File: src/rtl/core/mdec_pkg.sv
// ----------------------------------------------------------------------------
// mdec_pkg: shared types and constants of the MIDI channel message decoder
// Holds the register map, message kinds, item layouts and the constants
// used by the volume scaler.
// ----------------------------------------------------------------------------
package mdec_pkg;

  // Register map of the configuration port
  localparam int unsigned CFG_IDX_W = 3;
  localparam int unsigned CFG_DATA_W = 8;

  localparam logic [CFG_IDX_W-1:0] REG_DECODE_ENABLE  = 3'd0;
  localparam logic [CFG_IDX_W-1:0] REG_ALL_CHANNELS   = 3'd1;
  localparam logic [CFG_IDX_W-1:0] REG_LISTEN_CHANNEL = 3'd2;
  localparam logic [CFG_IDX_W-1:0] REG_VEL_SENS       = 3'd3;
  localparam logic [CFG_IDX_W-1:0] REG_RECORD_VEL     = 3'd4;
  localparam logic [CFG_IDX_W-1:0] REG_TRANSPOSE_EN   = 3'd5;
  localparam logic [CFG_IDX_W-1:0] REG_TRANSPOSE_AMT  = 3'd6;

  // Reset values of the registers
  localparam logic       RST_DECODE_ENABLE  = 1'b0;
  localparam logic       RST_ALL_CHANNELS   = 1'b1;
  localparam logic [4:0] RST_LISTEN_CHANNEL = 5'd1;
  localparam logic [7:0] RST_VEL_SENS       = 8'd100;
  localparam logic       RST_RECORD_VEL     = 1'b1;
  localparam logic       RST_TRANSPOSE_EN   = 1'b0;
  localparam logic [6:0] RST_TRANSPOSE_AMT  = 7'd0;

  // Message kinds (upper nibble of the status byte)
  localparam logic [3:0] KIND_NOTE_OFF = 4'h8;
  localparam logic [3:0] KIND_NOTE_ON  = 4'h9;
  localparam logic [3:0] KIND_CTRL     = 4'hB;
  localparam logic [3:0] KIND_BEND     = 4'hE;
  localparam logic [3:0] KIND_SYSTEM   = 4'hF;

  localparam logic [6:0] CC_MOD_WHEEL = 7'd1;
  localparam logic [1:0] LEN_MIN      = 2'd2;
  localparam logic [1:0] LEN_FULL     = 2'd3;

  // Note mapping: key minus offset, kept when 1..NOTE_LIMIT-1
  localparam logic signed [8:0] NOTE_OFFSET = 9'sd11;
  localparam logic signed [8:0] NOTE_LIMIT  = 9'sd96;

  // Volume: floor(vel * sens * 64 / 12700) as (vel * sens * VOL_RECIP) >> VOL_SHIFT.
  // The reciprocal is rounded up and exact for every product below 2^15.
  localparam int unsigned     VOL_SHIFT = 27;
  localparam logic [19:0]     VOL_RECIP = 20'd676373;
  localparam logic [7:0]      VOL_MAX   = 8'd64;
  localparam logic [7:0]      VOL_MIN_ON = 8'd1;
  localparam logic [7:0]      VOL_NO_REC = 8'hFF;

  localparam logic [7:0] EFFECT_BASE = 8'hA0;
  localparam logic [7:0] PITCH_FLIP  = 8'h80;

  // Configuration registers as seen by the datapath
  typedef struct packed {
    logic            decode_enable;
    logic            all_channels;
    logic [4:0]      listen_channel;
    logic [7:0]      velocity_sensitivity;
    logic            record_velocity;
    logic            transpose_enable;
    logic signed [6:0] transpose_amount;
  } cfg_t;

  // Input item, status byte in the lowest bits
  typedef struct packed {
    logic [1:0] message_length;
    logic [7:0] second_data;
    logic [7:0] first_data;
    logic [7:0] status_byte;
  } in_item_t;

  localparam int unsigned IN_ITEM_W = $bits(in_item_t);

  // Decoded request between the decode stage and the volume stage
  typedef struct packed {
    logic        note_valid;
    logic [6:0]  note_number;
    logic        vel_nonzero;
    logic [14:0] vel_prod;
    logic        effect_valid;
    logic [7:0]  effect_param;
    logic [12:0] vibrato_word;
    logic        vibrato_changed;
    logic [7:0]  pitch_bend;
    logic        pitch_changed;
    logic        channel_match;
  } mid_item_t;

  // Result item, note_valid in the lowest bits
  typedef struct packed {
    logic              channel_match;
    logic              pitch_changed;
    logic signed [7:0] pitch_bend;
    logic              vibrato_changed;
    logic [12:0]       vibrato_word;
    logic [7:0]        effect_param;
    logic              effect_valid;
    logic signed [7:0] note_volume;
    logic [6:0]        note_number;
    logic              note_valid;
  } out_item_t;

  localparam int unsigned OUT_ITEM_W = $bits(out_item_t);

endpackage

File: src/rtl/core/mdec_cfg.sv
// ----------------------------------------------------------------------------
// mdec_cfg: configuration register file
// Takes one write per cycle from the plain write port; unknown indexes are
// dropped.
// ----------------------------------------------------------------------------
module mdec_cfg (
  input  logic                             clk,
  input  logic                             rst_n,
  input  logic                             cfg_we,
  input  logic [mdec_pkg::CFG_IDX_W-1:0]   cfg_index,
  input  logic [mdec_pkg::CFG_DATA_W-1:0]  cfg_data,
  output mdec_pkg::cfg_t                   cfg_o
);

  mdec_pkg::cfg_t cfg_r;
  mdec_pkg::cfg_t cfg_nxt;

  // Decode the register index
  always_comb begin
    cfg_nxt = cfg_r;
    if (cfg_we) begin
      unique case (cfg_index)
        mdec_pkg::REG_DECODE_ENABLE:  cfg_nxt.decode_enable        = cfg_data[0];
        mdec_pkg::REG_ALL_CHANNELS:   cfg_nxt.all_channels         = cfg_data[0];
        mdec_pkg::REG_LISTEN_CHANNEL: cfg_nxt.listen_channel       = cfg_data[4:0];
        mdec_pkg::REG_VEL_SENS:       cfg_nxt.velocity_sensitivity = cfg_data[7:0];
        mdec_pkg::REG_RECORD_VEL:     cfg_nxt.record_velocity      = cfg_data[0];
        mdec_pkg::REG_TRANSPOSE_EN:   cfg_nxt.transpose_enable     = cfg_data[0];
        mdec_pkg::REG_TRANSPOSE_AMT:  cfg_nxt.transpose_amount     = $signed(cfg_data[6:0]);
        default:                      cfg_nxt = cfg_r;
      endcase
    end
  end

  // Hold the registers
  always_ff @(posedge clk) begin
    if (!rst_n) begin
      cfg_r.decode_enable        <= mdec_pkg::RST_DECODE_ENABLE;
      cfg_r.all_channels         <= mdec_pkg::RST_ALL_CHANNELS;
      cfg_r.listen_channel       <= mdec_pkg::RST_LISTEN_CHANNEL;
      cfg_r.velocity_sensitivity <= mdec_pkg::RST_VEL_SENS;
      cfg_r.record_velocity      <= mdec_pkg::RST_RECORD_VEL;
      cfg_r.transpose_enable     <= mdec_pkg::RST_TRANSPOSE_EN;
      cfg_r.transpose_amount     <= $signed(mdec_pkg::RST_TRANSPOSE_AMT);
    end else begin
      cfg_r <= cfg_nxt;
    end
  end

  assign cfg_o = cfg_r;

endmodule

File: src/rtl/core/mdec_decode.sv
// ----------------------------------------------------------------------------
// mdec_decode: message decode stage
// Classifies the message, updates the channel flag, vibrato word and pitch
// bend, maps the key to a tracker note and forms velocity times sensitivity.
// ----------------------------------------------------------------------------
module mdec_decode (
  input  logic                  clk,
  input  logic                  rst_n,
  input  logic                  adv_i,
  input  mdec_pkg::in_item_t    item_i,
  input  mdec_pkg::cfg_t        cfg_i,
  output mdec_pkg::mid_item_t   mid_o
);

  logic              chan_ok_r, chan_ok_nxt;
  logic [12:0]       vib_r, vib_nxt;
  logic [7:0]        pitch_r, pitch_nxt;
  mdec_pkg::mid_item_t mid_r, mid_nxt;

  logic [3:0]        kind;
  logic [6:0]        d1;
  logic [6:0]        d2;
  logic [6:0]        vel;
  logic              msg_ok;
  logic              chan_hit;
  logic signed [8:0] note;
  logic signed [8:0] shift_amt;
  logic              note_in_range;
  logic [13:0]       bend;
  logic [3:0]        depth;

  // Split and mask the message
  assign kind = item_i.status_byte[7:4];
  assign d1   = item_i.first_data[6:0];
  assign d2   = (item_i.message_length == mdec_pkg::LEN_FULL) ? item_i.second_data[6:0]
                                                              : 7'd0;
  assign msg_ok = cfg_i.decode_enable && (item_i.message_length >= mdec_pkg::LEN_MIN) &&
                  item_i.status_byte[7] && (kind != mdec_pkg::KIND_SYSTEM);
  assign chan_hit = cfg_i.all_channels ||
                    ((cfg_i.listen_channel != 5'd0) &&
                     ({1'b0, item_i.status_byte[3:0]} + 5'd1 == cfg_i.listen_channel));

  // Note path: key minus offset plus optional transpose
  assign vel       = (kind == mdec_pkg::KIND_NOTE_ON) ? d2 : 7'd0;
  assign shift_amt = cfg_i.transpose_enable ? 9'(cfg_i.transpose_amount) : 9'sd0;
  assign note      = $signed({2'b00, d1}) - mdec_pkg::NOTE_OFFSET + shift_amt;
  assign note_in_range = (note > 9'sd0) && (note < mdec_pkg::NOTE_LIMIT);

  assign bend  = {d2, d1};
  assign depth = d2[6:3];

  // Build the decoded request and the next held state
  always_comb begin
    chan_ok_nxt = chan_ok_r;
    vib_nxt     = vib_r;
    pitch_nxt   = pitch_r;
    mid_nxt     = '0;
    if (msg_ok) begin
      chan_ok_nxt = chan_hit;
      unique case (kind)
        mdec_pkg::KIND_NOTE_OFF, mdec_pkg::KIND_NOTE_ON: begin
          if (note_in_range && chan_hit) begin
            mid_nxt.note_valid  = 1'b1;
            mid_nxt.note_number = note[6:0];
            mid_nxt.vel_nonzero = (vel != 7'd0);
            mid_nxt.vel_prod    = {8'd0, vel} * {7'd0, cfg_i.velocity_sensitivity};
          end
        end
        mdec_pkg::KIND_CTRL: begin
          if (d1 == mdec_pkg::CC_MOD_WHEEL) begin
            vib_nxt                 = {d2, 6'd0};
            mid_nxt.vibrato_changed = 1'b1;
            if ((depth != 4'd0) && chan_hit) begin
              mid_nxt.effect_valid = 1'b1;
              mid_nxt.effect_param = mdec_pkg::EFFECT_BASE | {4'd0, depth};
            end
          end
        end
        mdec_pkg::KIND_BEND: begin
          pitch_nxt             = bend[13:6] ^ mdec_pkg::PITCH_FLIP;
          mid_nxt.pitch_changed = 1'b1;
        end
        default: begin
          mid_nxt.note_valid = 1'b0;
        end
      endcase
    end
    mid_nxt.vibrato_word  = vib_nxt;
    mid_nxt.pitch_bend    = pitch_nxt;
    mid_nxt.channel_match = chan_ok_nxt;
  end

  // Hold state and advance the request
  always_ff @(posedge clk) begin
    if (!rst_n) begin
      chan_ok_r <= 1'b1;
      vib_r     <= '0;
      pitch_r   <= '0;
    end else if (adv_i) begin
      chan_ok_r <= chan_ok_nxt;
      vib_r     <= vib_nxt;
      pitch_r   <= pitch_nxt;
    end
  end

  always_ff @(posedge clk) begin
    if (adv_i) begin
      mid_r <= mid_nxt;
    end
  end

  assign mid_o = mid_r;

endmodule

File: src/rtl/core/mdec_volume.sv
// ----------------------------------------------------------------------------
// mdec_volume: volume scaling and result register
// Divides velocity times sensitivity by the constant scale through a
// reciprocal multiply, applies the cap and the note-on rules, and registers
// the result item.
// ----------------------------------------------------------------------------
module mdec_volume (
  input  logic                  clk,
  input  logic                  adv_i,
  input  logic                  record_velocity_i,
  input  mdec_pkg::mid_item_t   mid_i,
  output mdec_pkg::out_item_t   res_o
);

  logic [34:0]         scaled;
  logic [34:0]         quot_full;
  logic [7:0]          quot;
  logic [7:0]          vol;
  mdec_pkg::out_item_t res_r, res_nxt;

  // Reciprocal multiply, exact for every product in range
  assign scaled    = 35'(mid_i.vel_prod) * 35'(mdec_pkg::VOL_RECIP);
  assign quot_full = scaled >> mdec_pkg::VOL_SHIFT;
  assign quot      = quot_full[7:0];

  // Cap, force a sounding note to at least one, drop volume when not recorded
  always_comb begin
    vol = (quot > mdec_pkg::VOL_MAX) ? mdec_pkg::VOL_MAX : quot;
    if (mid_i.vel_nonzero && (vol == 8'd0)) begin
      vol = mdec_pkg::VOL_MIN_ON;
    end
    if (mid_i.vel_nonzero && !record_velocity_i) begin
      vol = mdec_pkg::VOL_NO_REC;
    end
  end

  always_comb begin
    res_nxt.note_valid      = mid_i.note_valid;
    res_nxt.note_number     = mid_i.note_number;
    res_nxt.note_volume     = mid_i.note_valid ? $signed(vol) : 8'sd0;
    res_nxt.effect_valid    = mid_i.effect_valid;
    res_nxt.effect_param    = mid_i.effect_param;
    res_nxt.vibrato_word    = mid_i.vibrato_word;
    res_nxt.vibrato_changed = mid_i.vibrato_changed;
    res_nxt.pitch_bend      = $signed(mid_i.pitch_bend);
    res_nxt.pitch_changed   = mid_i.pitch_changed;
    res_nxt.channel_match   = mid_i.channel_match;
  end

  // Load the result register
  always_ff @(posedge clk) begin
    if (adv_i) begin
      res_r <= res_nxt;
    end
  end

  assign res_o = res_r;

endmodule

File: src/rtl/core/midi_channel_message_decoder.sv
// ----------------------------------------------------------------------------
// midi_channel_message_decoder: MIDI channel message decoder, top level
//
// One request on the in_ stream is one complete channel message; each one
// gives exactly one result on the out_ stream, in order.
// Pipeline: input register, decode stage register, result register. A taken
// request passes through these three registers in order, and its result is
// shown on out_tvalid once it reaches the result register.
// Throughput is one message per cycle while out_tready is high; the limit is
// the single decode stage, which updates the held channel flag, vibrato word
// and pitch bend as each message passes so the next message sees them at once.
// When the receiver holds out_tready low, the stages fill one by one and
// in_tready falls only once all three are full; nothing is dropped.
// The configuration port writes one register per cycle with cfg_we; write it
// only while no message is in flight.
// Reset (rst_n low, synchronous) empties the pipeline and restores the
// register defaults and the held state (channel flag set, vibrato and pitch 0).
// ----------------------------------------------------------------------------
module midi_channel_message_decoder (
  input  logic                             clk,
  input  logic                             rst_n,
  // status_byte[7:0], first_data[15:8], second_data[23:16],
  // message_length[25:24], zero fill [31:26]
  input  logic [31:0]                      in_tdata,
  input  logic                             in_tvalid,
  output logic                             in_tready,
  // note_valid[0], note_number[7:1], note_volume[15:8], effect_valid[16],
  // effect_param[24:17], vibrato_word[37:25], vibrato_changed[38],
  // pitch_bend[46:39], pitch_changed[47], channel_match[48], zero fill [55:49]
  output logic [55:0]                      out_tdata,
  output logic                             out_tvalid,
  input  logic                             out_tready,
  input  logic                             cfg_we,
  input  logic [mdec_pkg::CFG_IDX_W-1:0]   cfg_index,
  input  logic [mdec_pkg::CFG_DATA_W-1:0]  cfg_data
);

  mdec_pkg::cfg_t      cfg;
  mdec_pkg::in_item_t  in_r;
  mdec_pkg::mid_item_t mid;
  mdec_pkg::out_item_t res;
  mdec_pkg::out_item_t chk;

  logic v0_r, v0_nxt;
  logic v1_r, v1_nxt;
  logic v2_r, v2_nxt;
  logic rdy1, rdy2;
  logic adv0, adv1;
  logic in_acc, out_acc;

  mdec_cfg u_cfg (
    .clk       (clk),
    .rst_n     (rst_n),
    .cfg_we    (cfg_we),
    .cfg_index (cfg_index),
    .cfg_data  (cfg_data),
    .cfg_o     (cfg)
  );

  // Pipeline control: a stage moves on when the next one is free or draining
  assign rdy2      = !v2_r || out_tready;
  assign rdy1      = !v1_r || rdy2;
  assign adv1      = v1_r && rdy2;
  assign adv0      = v0_r && rdy1;
  assign in_tready = !v0_r || rdy1;
  assign in_acc    = in_tvalid && in_tready;
  assign out_acc   = v2_r && out_tready;

  always_comb begin
    v0_nxt = in_acc ? 1'b1 : (adv0 ? 1'b0 : v0_r);
    v1_nxt = adv0   ? 1'b1 : (adv1 ? 1'b0 : v1_r);
    v2_nxt = adv1   ? 1'b1 : (out_acc ? 1'b0 : v2_r);
  end

  always_ff @(posedge clk) begin
    if (!rst_n) begin
      v0_r <= 1'b0;
      v1_r <= 1'b0;
      v2_r <= 1'b0;
    end else begin
      v0_r <= v0_nxt;
      v1_r <= v1_nxt;
      v2_r <= v2_nxt;
    end
  end

  // Capture the request
  always_ff @(posedge clk) begin
    if (in_acc) begin
      in_r <= mdec_pkg::in_item_t'(in_tdata[mdec_pkg::IN_ITEM_W-1:0]);
    end
  end

  mdec_decode u_decode (
    .clk    (clk),
    .rst_n  (rst_n),
    .adv_i  (adv0),
    .item_i (in_r),
    .cfg_i  (cfg),
    .mid_o  (mid)
  );

  mdec_volume u_volume (
    .clk               (clk),
    .adv_i             (adv1),
    .record_velocity_i (cfg.record_velocity),
    .mid_i             (mid),
    .res_o             (res)
  );

  assign out_tvalid = v2_r;
  assign out_tdata  = {7'd0, res};

  assign chk = mdec_pkg::out_item_t'(out_tdata[mdec_pkg::OUT_ITEM_W-1:0]);

  // A reported note lies in the tracker range
  a_note_range: assert property (@(posedge clk) disable iff (!rst_n)
    (out_tvalid && chk.note_valid) |-> (chk.note_number != 7'd0 && chk.note_number < 7'd96))
    else $error("note number out of range");

  // Volume is minus one or within 0..64, and zero when no note
  a_vol_range: assert property (@(posedge clk) disable iff (!rst_n)
    out_tvalid |-> ((chk.note_volume == -8'sd1 || (chk.note_volume >= 8'sd0 &&
                     chk.note_volume <= 8'sd64)) && (chk.note_valid || chk.note_volume == 8'sd0)))
    else $error("note volume out of range");

  // An effect request is always vibrato with a nonzero depth from a wheel move
  a_effect: assert property (@(posedge clk) disable iff (!rst_n)
    (out_tvalid && chk.effect_valid) |->
      (chk.effect_param[7:4] == 4'hA && chk.effect_param[3:0] != 4'd0 && chk.vibrato_changed))
    else $error("bad effect request");

  // One message does not change both the vibrato word and the pitch bend
  a_one_update: assert property (@(posedge clk) disable iff (!rst_n)
    out_tvalid |-> !(chk.vibrato_changed && chk.pitch_changed))
    else $error("vibrato and pitch both changed");

  // A full input stage that takes a new request must hand its item on
  a_no_overrun: assert property (@(posedge clk) disable iff (!rst_n)
    (in_acc && v0_r) |-> (adv0 && (!v1_r || adv1)))
    else $error("pipeline overrun");

endmodule
File: config.mk
export PLATFORM = sky130hd
export DESIGN_NAME = midi_channel_message_decoder
export DESIGN_NICKNAME = d
export VERILOG_FILES = /design/src/rtl/core/mdec_pkg.sv /design/src/rtl/core/mdec_cfg.sv /design/src/rtl/core/mdec_decode.sv /design/src/rtl/core/mdec_volume.sv /design/src/rtl/core/midi_channel_message_decoder.sv
export SDC_FILE = /design/constraint.sdc
export NUM_CORES = 1
export LEC_CHECK = 0
export BUFFER_PORTS_ARGS = -buffer_cell sky130_fd_sc_hd__buf_4
export CAP_MARGIN = 15
export CELL_PAD_IN_SITES_DETAIL_PLACEMENT = 1
export CELL_PAD_IN_SITES_GLOBAL_PLACEMENT = 1
export CORE_UTILIZATION = 35
export DETAILED_ROUTE_END_ITERATION = 8
export GPL_ROUTABILITY_DRIVEN = 0
export PLACE_DENSITY = 0.69
export SKIP_CTS_REPAIR_TIMING = 1
export SYNTH_ARGS = -nofsm -noshare
export SYNTH_HDL_FRONTEND = slang
export SYNTH_SLANG_ARGS = --single-unit
File: constraint.sdc
create_clock -name clk -period 6.1 [get_ports clk]
set_input_delay 0 -clock clk [delete_from_list [all_inputs] [get_ports clk]]
set_output_delay 0 -clock clk [all_outputs]
set_load 0.005 [all_outputs]
==> results of run 1 <==
## cell families after synthesis
family / after synthesis
AOI/OAI and AO/OA: 139
xor gates and xnor gates: 30
adders and majority gates: 258
buffers and inverters: 197
DFF: 171
muxes: 31
other: 1
and+or+nand+nor: 333
## stage by stage
stage                     util, %  cells
after global placement      39.46   1695
after CTS                   41.16   1727
after detailed placement    39.46   1695
after floorplan                 -   1168
after global routing        42.39   1766
final                       42.39   1766
## worst paths after layout
kind,slack [ns],from,end,depth (start not counted)
max reg2reg,0.27,u_decode.mid_o[45],u_volume.res_o[11],19
min reg2reg,0.42,u_decode.mid_o[1],u_volume.res_o[47],0
max,0.27,u_decode.mid_o[45],u_volume.res_o[11],19
min,-0.02,cfg_we,u_cfg.cfg_o[8],4
## placed cells by master, fill, tap and decap left out, types with 7 or more instances in the layout
cell                            instances
sky130_fd_sc_hd__nor2_1                32
sky130_fd_sc_hd__nand2_1              100
sky130_fd_sc_hd__o211ai_1               7
sky130_fd_sc_hd__dlygate4sd3_1         36
sky130_fd_sc_hd__xor2_1                14
sky130_fd_sc_hd__nor3b_1               10
sky130_fd_sc_hd__dfxtp_1               49
sky130_fd_sc_hd__conb_1                 9
sky130_fd_sc_hd__nor3_1                36
sky130_fd_sc_hd__a21o_1                 9
sky130_fd_sc_hd__and3_1                16
sky130_fd_sc_hd__a21oi_1               28
sky130_fd_sc_hd__nor2b_1               31
sky130_fd_sc_hd__and2_1                47
sky130_fd_sc_hd__inv_1                166
sky130_fd_sc_hd__o21ai_0               30
sky130_fd_sc_hd__ha_1                 173
sky130_fd_sc_hd__mux2i_1               26
sky130_fd_sc_hd__fa_1                  85
sky130_fd_sc_hd__edfxtp_1             122
sky130_fd_sc_hd__xnor2_1               16
sky130_fd_sc_hd__clkbuf_16             17
sky130_fd_sc_hd__nand3_1               22
sky130_fd_sc_hd__buf_4                106
## routing by layer
metal	vias to the layer above	track usage, %
met2	121	29.63
met3	33	2.405
met1	4349	22.07
met5	-	0
met4	0	4.609
li1	4260	-
## worst min-delay path, stage by stage
cell and delay (ns):
sky130_fd_sc_hd__buf_4 0.13, sky130_fd_sc_hd__nand3_1 0.10, sky130_fd_sc_hd__mux2i_1 0.07, sky130_fd_sc_hd__nand2_1 0.06
## power by group through the flow
stage | combinational [µW] | sequential, µW | clock [µW]
final | 1370 | 1320 | 1110
after global routing | 1550 | 1320 | 1180
after CTS | 1310 | 1320 | 1140
after detailed placement | 1290 | 1350 | 0
after global placement | 1250 | 1340 | 0
after floorplan | 936 | 1330 | 0
## state kept, by name, summed over array words and instances (netlist names)
name and count:
u_decode.mid_o 53, u_volume.res_o 45, in_r 24, u_cfg.cfg_o 24
u_decode.vib_r 13, u_decode.pitch_r 8, out_tvalid 1, u_decode.chan_ok_r 1
v0_r 1, v1_r 1
## cell type report
class / instances / area, µm²
clock buffer: 21 / 460.4
multi-input combinational: 800 / 7201
sequential: 171 / 4644
fill: 3891 / 20100
tap: 455 / 569.3
timing repair buffer: 142 / 1156
inverter: 166 / 623.1
clock inverter: 11 / 133.9
==> results, run 1 <==
- The run finished, with violations left.
- The final reports fail on negative hold slack.
- The total clock sinks is 171.
- The number of detailed-route iterations in the first pass is 4.
- The initial antenna violation count is 0.
- The register area share after synthesis is between 30% and 40%.
- The fraction of final layout cells with drive strength greater than 1 is ~12%.
- The adder and majority cell fraction of the synthesized area is between 30% and 40%.
- The iteration-0 DRC count of the detailed router is roughly 340.
- The synthesized netlist occupies a cell area of 12,510 µm².
- The die is 191.1 µm wide.
- The worst-case headroom to the max-slew limit is 29.95%.
- The count of antenna diodes in the layout is 0.
- In this run the clock root is driven by a sky130_fd_sc_hd__clkbuf_16.
- Across every metal layer, demand over resource in global routing totals 17.06%.
- The share of synthesized area in the top cell type comes to about 30%.
- STA classifies the critical path endpoint as a flip-flop.
- The worst-case IR drop observed on VDD is roughly 0.00023 V.
- A synthesized cell averages ~11 µm².
- The family of cells with the greatest summed delay on the critical path is adder cells.
- The TritonCTS buffer count is 17.
- The share of total power dissipated in combinational logic is between 30% and 40%.
- The total leakage power is ~0.0066 µW.
- The power per standard cell area is around 260 nW/µm².
- The internal cell power is between 2000 and 2500 µW.
- For this block, wires on met1 add up to about 14,000 µm.
- The shortest period the worst path allows is 5.831 ns.
- The largest net degree at the start of global routing is 64.
- Pin placement for this block handled between 100 and 150 I/O pins.
- The overall die height is about 190 µm.
- The most instantiated library cell after synthesis is sky130_fd_sc_hd__ha_1.
- Signal routing reaches up to met4.
- During synthesis, Yosys emitted a total of 0 warnings.
- The number of slew-limit violations in the final report is 0.
- In this run the deepest clock path goes through 2 buffers.
- For this run, asynchronously set or reset flops after synthesis account for 0%.
- The wire length after detailed routing is around 31,000 µm.
- The total power is between 3000 and 4000 µW.
- Detailed routing placed a total of approximately 15,000 µm of wire on met2.
- The critical path buffer and inverter count is 4.
- By area the synthesized netlist is led by sky130_fd_sc_hd__edfxtp_1 (29%), sky130_fd_sc_hd__ha_1 (17%), sky130_fd_sc_hd__fa_1 (14%).
- STA puts the critical path data arrival time at 6.09 ns.
- The critical path's most frequent cell is sky130_fd_sc_hd__fa_1.
- The classification of the worst setup path is reg2reg.
- The kind of path behind the tightest hold check is in2reg.
- The die covers 36,510 µm².
- The xor and xnor fraction of the mapped netlist area is between 2 and 2.5%.
- For this design the total switching power over the nets is roughly 1300 µW.
- Walking the worst path, the cells encountered are ha_1 -> inv_1 -> fa_1 -> inv_1 -> fa_1 -> inv_1 -> fa_1 -> inv_1 -> fa_1 -> fa_1 -> ha_1 -> a21oi_1 -> o21ai_0 -> a32o_1 -> or3_1 -> o211ai_1 -> o211ai_1 -> or3_4 -> a221oi_2.
- For this run, the slowest stage of the critical path takes between 0.5 and 0.6 ns.
- In the routed design, unresolved DRC markers number 0.
- The multiplexer share of the synthesized area is between 2 and 3%.
- The final-layout setup total negative slack is 0 ns.
- The slowest cell on the critical path is sky130_fd_sc_hd__fa_1.
- After synthesis, the largest family of logic cells by area is adder cells.
- Counting flops with a built-in enable in the synthesized netlist gives approximately 120.
- Dividing the detail-routed wire length by the instance count gives roughly 17 µm.
- The post-layout worst setup margin is about 0.27 ns.
- The critical path required time is ~6.4 ns.
- For the worst-skew pair, the clock arrives at the later sink with an insertion delay of ~0.43 ns.
- The detailed router placed about 9,000 vias in this run.
- The power share of the clock group is slightly below 30%.
- Setup violations remaining at the end of the flow were counted as 0.
- The final critical path takes up 95.59% of the cycle.
- The clock tree from TritonCTS is done.
- The compound-cell area share of the yosys netlist is between 7 and 8%.
- The basic-gate share of the synthesized area counting and, or, nand and nor cells is 13.72%.
- The detail route stage leaves a number of antenna-violating nets equal to 0.
- The dominant synthesized flop cell is sky130_fd_sc_hd__edfxtp_1.
- Of all nets on the critical path, the largest fanout is 5.
- The starting density of the core is 35.87%.
- The final global-route overflow total is 0.
- The top cell type by total area after synthesis is sky130_fd_sc_hd__edfxtp_1.
- The nature of the critical path startpoint is a flip-flop.
- After synthesis, the netlist uses 63 different library cells.
- The number of global-route vias before repair is between 9,000 and 10,000.
- The pin slew with the least headroom to its limit is approximately 1.1 ns.
- The number of hold violations in the final report came to 2.
- The first global-routing pass estimated approximately 49,000 µm of wire.
- Of the total power, the share spent switching nets is 34.64%.
- Port buffering added a little under 90 buffers.
- The core outline area is roughly 35,000 µm².
- The worst clock skew is between 0.009 and 0.01 ns.
- The clock tree synthesis step divided the H-tree into 4 levels.
- The placement-stage worst setup slack is 0.1969 ns.
- Final hold analysis gives a worst-case slack of -0.02293 ns.
- The routed design uses slightly above 700 µm of met3 wire.
- The highest achievable clock rate is approximately 170 MHz.
- After routing the design area is 14,790 µm².
- The area growth from synthesis to layout is 18.18%.
- By count the netlist is led by sky130_fd_sc_hd__ha_1 (173), sky130_fd_sc_hd__inv_1 (166), sky130_fd_sc_hd__edfxtp_1 (122).
- Counting flops and latches in the post-synthesis netlist gives 171.
- The number of cell rows is 68.
- The final layout net count is between 1,500 and 2,000.
- The count of max-cap constraint violations is 0.
- In the routed layout, each cell is associated on average with a via count of just under 5.
- Sequential cells account for between 30% and 40% of the total power.
- The cell count after synthesis came out at approximately 1,200.
- The post-DP HPWL is between 20,000 and 25,000 µm.
- After clock tree synthesis, the clock-pin slew on the worst setup and hold paths is about 0.070 ns.
- The placed instance area is 13,760 µm².
Note: power is estimated with default switching activity, not from simulation.
==> inputs of run 2 (changes only) <==
--- a/config.mk
+++ b/config.mk
@@ -12,8 +12,9 @@
 export CORE_UTILIZATION = 35
 export DETAILED_ROUTE_END_ITERATION = 8
 export GPL_ROUTABILITY_DRIVEN = 0
-export PLACE_DENSITY = 0.69
+export PLACE_DENSITY = 0.68
 export SKIP_CTS_REPAIR_TIMING = 1
 export SYNTH_ARGS = -nofsm -noshare
 export SYNTH_HDL_FRONTEND = slang
+export SYNTH_HIERARCHICAL = 1
 export SYNTH_SLANG_ARGS = --single-unit
==> run 2 against run 1 <==
  * The run ends with design-rule violations left
  * Sequential power hardly changed
  * Clock skew is 0.0020 ns lower
  * Sequential share of layout area increased by 0.70 points
  * Total power fell by 5.3%
  * Cell count decreased by 2.5%
  * Setup slack better by 0.042 ns
  * Non-clock buffer count down 6
  * First-iteration DRC count rose by 10%
  * Maximum frequency up 0.73%
  * Sequential cell count rose by 4
  * Largest cell class unchanged
  * Highest routed layer unchanged
==> results, run 2 <==
- The flow ran to the end, but the final reports show violations.
- The checks that failed: design-rule violations.
- The number of H-tree levels came to 4 (unchanged).
- The TritonCTS buffer count is 17 (unchanged).
- The routed length per placed instance is 16.85 µm (-3.4%).
- The path class of the tightest hold or removal check is in2reg.
- The starting density of the core is 35.65% (-0.23 points).
- The post-route antenna net violation count was 0 (unchanged).
- The worst setup path is launched from a flip-flop.
- Clock tree synthesis selected as its root buffer the cell sky130_fd_sc_hd__clkbuf_16.
- STA classifies the critical path endpoint as a flip-flop.
- The overall fraction of global-route tracks in use is 16.04% (-1.0 points).
- The number of port buffers is 90 (+2.3%).
- The power per standard cell area is 242.9 nW/µm² (-5.7%).
- The worst-case hold path end point is u_decode/chan_ok_r.
- The number of primary I/O pins is 106 (unchanged).
- The signal arrival time at the worst endpoint is 6.02 ns (-0.07 ns).
- The number of cell rows is 69 (+1.5%).
- The maximum buffer depth of the clock tree came to 2 (unchanged).
- The filler cell count is 3,904 (+0.33%).
- The final layout net count came to 1,554 (-3.1%).
- The worst clock skew came to 0.007306 ns (-0.002031 ns).
- The insertion delay of the later-clocked pin in the worst-skew pair is 0.44 ns (about the same).
- The total via count after detailed routing is 8,488 (-3.1%).
- The final global-route overflow total is 0 (unchanged).
- The clock edge transition at the registers on the reported setup and hold paths came to 0.07 ns (about the same).
- The post-DP HPWL is 22,710 µm (-4.8%).
- The number of detailed-route iterations in the first pass came to 6 (+2).
- In the layout the commonest cells are sky130_fd_sc_hd__ha_1 (173), sky130_fd_sc_hd__inv_1 (158), sky130_fd_sc_hd__edfxtp_1 (126), sky130_fd_sc_hd__buf_4 (97), sky130_fd_sc_hd__fa_1 (85).
- The shortest period the worst path allows is 5.789 ns (-0.04212 ns).
- The critical path in this run is classified as reg2reg.
- The number of slew-limit violations in the final report is 0 (unchanged).
- The number of remaining DRC errors is 7 (+7).
- The total clock sinks is 175 (+2.3%).
- The share of the core filled with cells was 41.62% (-0.77 points).
- The maximum vdd ir drop was 0.0002073 V (-9.7%).
- The clock tree from TritonCTS is done.
- The depth of the worst register-to-register path is 16 (-3).
- The mapped cell area came to 12,710 µm² (+1.6%).
- The cell depth of the worst hold path is 2 (-2).
- The global-route wire length before repair is 45,700 µm (-5.8%).
- The number of hold violations in the final report came to 0 (-2).
- Setup repair after global routing left no endpoint under its margin.
- The worst-case headroom to the max-slew limit is 31.41% (+1.5 points).
- The vias per cell is 4.929 (-0.66%).
- The critical-path maximum fanout is 8 (+3).
- The number of synthesis warnings is 6 (+6).
- The iteration-0 DRC count of the detailed router is 373 (+10%).
- The pin slew with the least headroom to its limit came to 1.029 ns (-0.02196 ns).
- The final setup violation count is 0 (unchanged).
- The fraction of final layout cells with drive strength greater than 1 is 13.40% (+1.1 points).
- The number of global-route vias before repair is 8,892 (-5.7%).
- The final-layout setup total negative slack is 0 ns (unchanged).
- The placed instance area is 13,860 µm² (+0.67%).
- The post-layout instance area is 14,840 µm² (+0.36%).
- The overall die width is 192.6 µm (+0.77%).
- The number of flip-flops in the largest register came to 53 (unchanged).
- The endpoint identified for the worst register-to-register timing path is u_decode/mid_o[47].
- The count of max-cap constraint violations is 0 (unchanged).
- The core outline area is 35,660 µm² (+2.2%).
- The final critical-path share of the clock period is 94.90% (-0.69 points).
- The die footprint is 37,080 µm² (+1.6%).
- The setup slack on the worst flop-to-flop path is 0.31 ns (+0.04 ns).
- Relative to the synthesized area, the layout overhead comes to 16.77%.
- Leaving out fill and tap cells, the most frequent cell in the layout is sky130_fd_sc_hd__ha_1.
- The gate count after technology mapping is 1,117 (-3.7%).
- The critical path required time was 6.33 ns (-0.03 ns).
- The initial antenna violation count was 0 (unchanged).
- The average footprint of a synthesized cell came to 11.38 µm² (+5.5%).
- The count of antenna diodes in the layout is 0 (unchanged).
- The overall die height is 192.6 µm (+0.77%).
- The highest achievable clock rate came to 172.7 MHz (+0.73%).
- The largest net degree at the start of global routing is 65 (+1.6%).
- The wire length after detailed routing was 29,020 µm (-5.8%).
- The area of the multi-input gates is 7197 µm² (about the same).
- The area taken by flip-flops and latches is 4765 µm² (+2.6%).
- The worst register-to-register path begins at in_r[6].
- The total leakage power is 0.006702 µW (+0.85%).
- In this run the most critical hold path is launched from rst_n.
-- run 2: worst max-delay path: stages, from the launching register on --
cell and delay (ns):
sky130_fd_sc_hd__edfxtp_1 0.43, sky130_fd_sc_hd__nand3b_1 0.24, sky130_fd_sc_hd__or2_2 0.41, sky130_fd_sc_hd__nor2_1 0.50, sky130_fd_sc_hd__nand2_1 0.18, sky130_fd_sc_hd__fa_1 0.55, sky130_fd_sc_hd__fa_1 0.44, sky130_fd_sc_hd__fa_1 0.55
sky130_fd_sc_hd__inv_1 0.06, sky130_fd_sc_hd__fa_1 0.47, sky130_fd_sc_hd__ha_1 0.39, sky130_fd_sc_hd__a2111oi_0 0.34, sky130_fd_sc_hd__o21ai_0 0.19, sky130_fd_sc_hd__a31o_2 0.27, sky130_fd_sc_hd__o21ba_2 0.22, sky130_fd_sc_hd__mux2i_1 0.11
sky130_fd_sc_hd__nor4_1 0.23
-- run 2: layout make-up --
type,instances,share of cell area [%]
clock inverters,14,1.020
repair buffers,136,7.537
flip-flops and latches,175,32.11
multi-input cells,760,48.49
clock buffers,18,2.959
well taps,461,3.887
inverters,158,3.996
-- run 2: worst max path at each step --
stage | start | cells past startpoint | endpoint
2_1_floorplan | in_r[6] | 19 | u_decode/mid_o[44]
3_3_place_gp | in_r[25] | 19 | u_decode/mid_o[44]
3_5_place_dp | in_r[25] | 16 | u_decode/mid_o[47]
4_1_cts | in_r[6] | 16 | u_decode/mid_o[47]
5_1_grt | in_r[6] | 19 | u_decode/mid_o[44]
6_report | in_r[6] | 16 | u_decode/mid_o[47]
-- run 2: routing by layer --
layer | global-route usage (%) | share of wire, % | vias to the layer above | wire length, µm
met4 | 4.058 | 1.5 | 0 | 446
met5 | 0 | 0 | - | 0
met3 | 2.837 | 2.8 | 32 | 819
met2 | 26.47 | 49 | 115 | 14180
met1 | 21.65 | 47 | 4225 | 13570
li1 | - | - | 4116 | -
-- run 2: through the flow --
stage / setup WS, ns / instances / total power (µW) / hold WS (ns)
floorplan: 0.6384 / 1124 / 2220 / 0.09887
global placement: 0.4901 / 1651 / 2498 / 0.1786
detailed placement: 0.3685 / 1651 / 2526 / 0.1795
CTS: 0.3385 / 1683 / 3640 / -0.2855
global route: 0.007138 / 1722 / 3868 / 0.09302
finish: 0.3109 / 1722 / 3604 / 0.08434
-- run 2: report_power, final --
part | switching [µW] | total, µW | internal [µW]
Combinational | 658 | 1160 | 504
Clock | 501 | 1090 | 590
Sequential | 34.8 | 1350 | 1320
==> inputs of run 3 (changes only) <==
--- a/config.mk
+++ b/config.mk
@@ -5,7 +5,7 @@
 export SDC_FILE = /design/constraint.sdc
 export NUM_CORES = 1
 export LEC_CHECK = 0
-export BUFFER_PORTS_ARGS = -buffer_cell sky130_fd_sc_hd__buf_4
+export BUFFER_PORTS_ARGS = -buffer_cell sky130_fd_sc_hd__buf_2
 export CAP_MARGIN = 15
 export CELL_PAD_IN_SITES_DETAIL_PLACEMENT = 1
 export CELL_PAD_IN_SITES_GLOBAL_PLACEMENT = 1
==> run 3 against run 2 <==
  * The flow finishes with violations (design-rule violations, negative hold slack)
  * Critical path depth is 1 higher
  * Setup slack improved by 0.079 ns
  * Cell count unchanged
  * Count of clock-buffer cells in the layout stayed put
  * Register-to-register slack better by 0.08 ns
  * Critical endpoint unchanged
  * Highest routed layer is now met5
==> results, run 3 (same netlist as run 2, synthesis figures left out) <==
- The fraction of final layout cells with drive strength greater than 1 came to 13.80% (+0.40 points).
- The count of max-cap constraint violations came to 0 (unchanged).
- The core outline area came to 35,660 µm² (unchanged).
- The initial antenna violation count was 1 (+1).
- The maximum vdd ir drop is 0.0002013 V (-2.9%).
- The library cells used most frequently in the layout, excluding fill and tap cells, are sky130_fd_sc_hd__ha_1 (173), sky130_fd_sc_hd__inv_1 (158), sky130_fd_sc_hd__edfxtp_1 (126), sky130_fd_sc_hd__buf_2 (90), sky130_fd_sc_hd__fa_1 (85).
- The final-layout setup total negative slack is 0 ns (unchanged).
- The shortest period the worst path allows is 5.710 ns (-0.07887 ns).
- The total via count after detailed routing is 8,502 (+0.16%).
- The TritonCTS buffer count is 17 (unchanged).
- The overall die height is 192.6 µm (unchanged).
- The power per standard cell area came to 247.1 nW/µm² (+1.7%).
- From synthesis to final layout, the design area changed by 15.08%.
- The highest achievable clock rate is 175.1 MHz (+1.4%).
- The count of antenna diodes in the layout is 0 (unchanged).
- The number of global-route vias before repair is 8,697 (-2.2%).
- The vias per cell came to 4.937 (+0.16%).
- The number of cell rows is 69 (unchanged).
- The final critical-path share of the clock period is 93.61% (-1.3 points).
- The power share of the clock group was 30.4% (about the same).
- The critical path required time came to 6.26 ns (-0.07 ns).
- The pin slew with the least headroom to its limit is 1.034 ns (+0.005084 ns).
- The combinational share of power is 32.2% (about the same).
- The clock edge transition at the registers on the reported setup and hold paths is 0.08 ns (about the same).
- The classification of the worst setup path is reg2reg.
- The wire length after detailed routing was 29,440 µm (+1.5%).
- The post-route antenna net violation count is 0 (unchanged).
- The clock tree from TritonCTS is done.
- The total clock sinks was 175 (unchanged).
- The total leakage power is 0.006627 µW (-1.1%).
- The number of primary I/O pins is 106 (unchanged).
- The filler cell count is 3,945 (+1.1%).
- The number of detailed-route iterations in the first pass is 6 (unchanged).
- The post-DP HPWL was 22,770 µm (+0.27%).
- The number of H-tree levels was 4 (unchanged).
- The checks that failed: design-rule violations, negative hold slack.
- The number of hold violations in the final report is 2 (+2).
- The final global-route overflow total is 0 (unchanged).
- The switching share of power is 34.13% (+1.0 points).
- The total placed cells including tap cells is 1,652 (+0.061%).
- The insertion delay of the later-clocked pin in the worst-skew pair is 0.45 ns (about the same).
- The overall fraction of global-route tracks in use is 15.70% (-0.34 points).
- The signal arrival time at the worst endpoint is 5.87 ns (-0.15 ns).
- STA classifies the critical path startpoint as a flip-flop.
- The die footprint is 37,080 µm² (unchanged).
- The minimum hold slack was -0.003408 ns (-0.08775 ns).
- The number of port buffers is 90 (unchanged).
- The number of slew-limit violations in the final report is 0 (unchanged).
- The global-route wire length before repair is 44,930 µm (-1.7%).
- The root cell of the clock tree is sky130_fd_sc_hd__clkbuf_16.
- The number of remaining DRC errors is 6 (-1).
- The starting density of the core is 35.65% (unchanged).
- The iteration-0 DRC count of the detailed router came to 328 (-12%).
- The final setup violation count is 0 (unchanged).
- The routed length per placed instance was 17.10 µm (+1.5%).
- The area taken by flip-flops and latches is 4765 µm² (unchanged).
- The library cell used most frequently in the layout, excluding fill and tap cells, is sky130_fd_sc_hd__ha_1.
- The worst-case headroom to the max-slew limit is 31.07% (-0.34 points).
- The final instance count without filler cells was 1,722 (unchanged).
- The run finished, with violations left.
- The worst clock skew is 0.02050 ns (+0.01319 ns).
- The placement-stage worst setup slack is 0.3621 ns (-0.006471 ns).
- The critical-path maximum fanout is 8 (unchanged).
- The switching power of the nets was 1233 µW (+3.3%).
- The kind of path behind the tightest hold check is in2reg.
- The number of flip-flops in the largest register is 53 (unchanged).
- The proportion of power drawn by flip-flops and latches is 37.4% (about the same).
- The post-layout worst setup margin is 0.3898 ns (+0.07887 ns).
- The share of the core filled with cells is 41.02% (-0.60 points).
- The largest net degree at the start of global routing was 65 (unchanged).
- The area of the multi-input gates is 7204 µm² (+0.10%).
- The kind of end point of the critical path is a flip-flop.
- The internal cell power came to 2380 µW (-1.3%).
- The final layout net count is 1,554 (unchanged).
- The maximum buffer depth of the clock tree was 2 (unchanged).
- The overall die width is 192.6 µm (unchanged).
- The total power is 3614 µW (+0.26%).
## run 3: changes by cell type in the layout (fill, tap and decap cells not counted), sizes merged
cell	previous run	this run
buf	97	98
bufinv	1	0
clkinv	6	8
clkinvlp	1	0
dlygate4sd3	39	38
## run 3: critical path, stage by stage (launching register included)
cell,delay (ns)
sky130_fd_sc_hd__edfxtp_1,0.44
sky130_fd_sc_hd__nand3b_1,0.25
sky130_fd_sc_hd__or2_2,0.42
sky130_fd_sc_hd__nor2_1,0.19
sky130_fd_sc_hd__buf_4,0.19
sky130_fd_sc_hd__nand2_1,0.09
sky130_fd_sc_hd__fa_1,0.54
sky130_fd_sc_hd__fa_1,0.55
sky130_fd_sc_hd__fa_1,0.55
sky130_fd_sc_hd__inv_1,0.06
sky130_fd_sc_hd__fa_1,0.47
sky130_fd_sc_hd__ha_1,0.39
sky130_fd_sc_hd__a2111oi_0,0.37
sky130_fd_sc_hd__o21ai_0,0.21
sky130_fd_sc_hd__a31o_2,0.28
sky130_fd_sc_hd__o21ba_2,0.22
sky130_fd_sc_hd__mux2i_1,0.14
sky130_fd_sc_hd__nor4_1,0.06
## run 3: area by class of cell
cell class,count,area share (%)
tap,461,3.944
inverter,158,4.055
sequential,175,32.57
timing repair buffer,136,6.091
multi-input combinational,760,49.26
clock inverter,14,1.001
clock buffer,18,3.080
## run 3: final timing paths
| path | start | endpoint | slack [ns] | depth (start not counted) |
|---|---|---|---|---|
| hold reg to reg | u_decode/mid_o[27] | u_volume/res_o[20] | 0.42 | 0 |
| setup / recovery | in_r[6] | u_decode/mid_o[47] | 0.39 | 17 |
| hold / removal | cfg_data[3] | u_cfg/cfg_o[20] | -0.003 | 3 |
| setup reg to reg | in_r[6] | u_decode/mid_o[47] | 0.39 | 17 |
## run 3: per-layer routing
metal / track usage [%] / share of wire, %
met1: 21.06 / 47
met2: 26.11 / 49
met3: 2.455 / 2.6
met4: 4.361 / 1.5
met5: 0 / 0.034
## run 3: power by group through the flow
stage | combinational (µW) | clock [µW] | sequential (µW)
after CTS | 1160 | 1120 | 1350
after global placement | 1110 | 0 | 1380
final | 1160 | 1100 | 1350
after global routing | 1320 | 1160 | 1360
after floorplan | 854 | 0 | 1370
after detailed placement | 1150 | 0 | 1380
## run 3: through the flow
| step | hold WS (ns) | area, µm² |
|---|---|---|
| after global routing | 0.006869 | 14630 |
| final | -0.003408 | 14630 |
| after global placement | 0.1768 | 13640 |
| after CTS | -0.2873 | 14240 |
| after detailed placement | 0.1789 | 13640 |
| after floorplan | 0.09887 | 12740 |
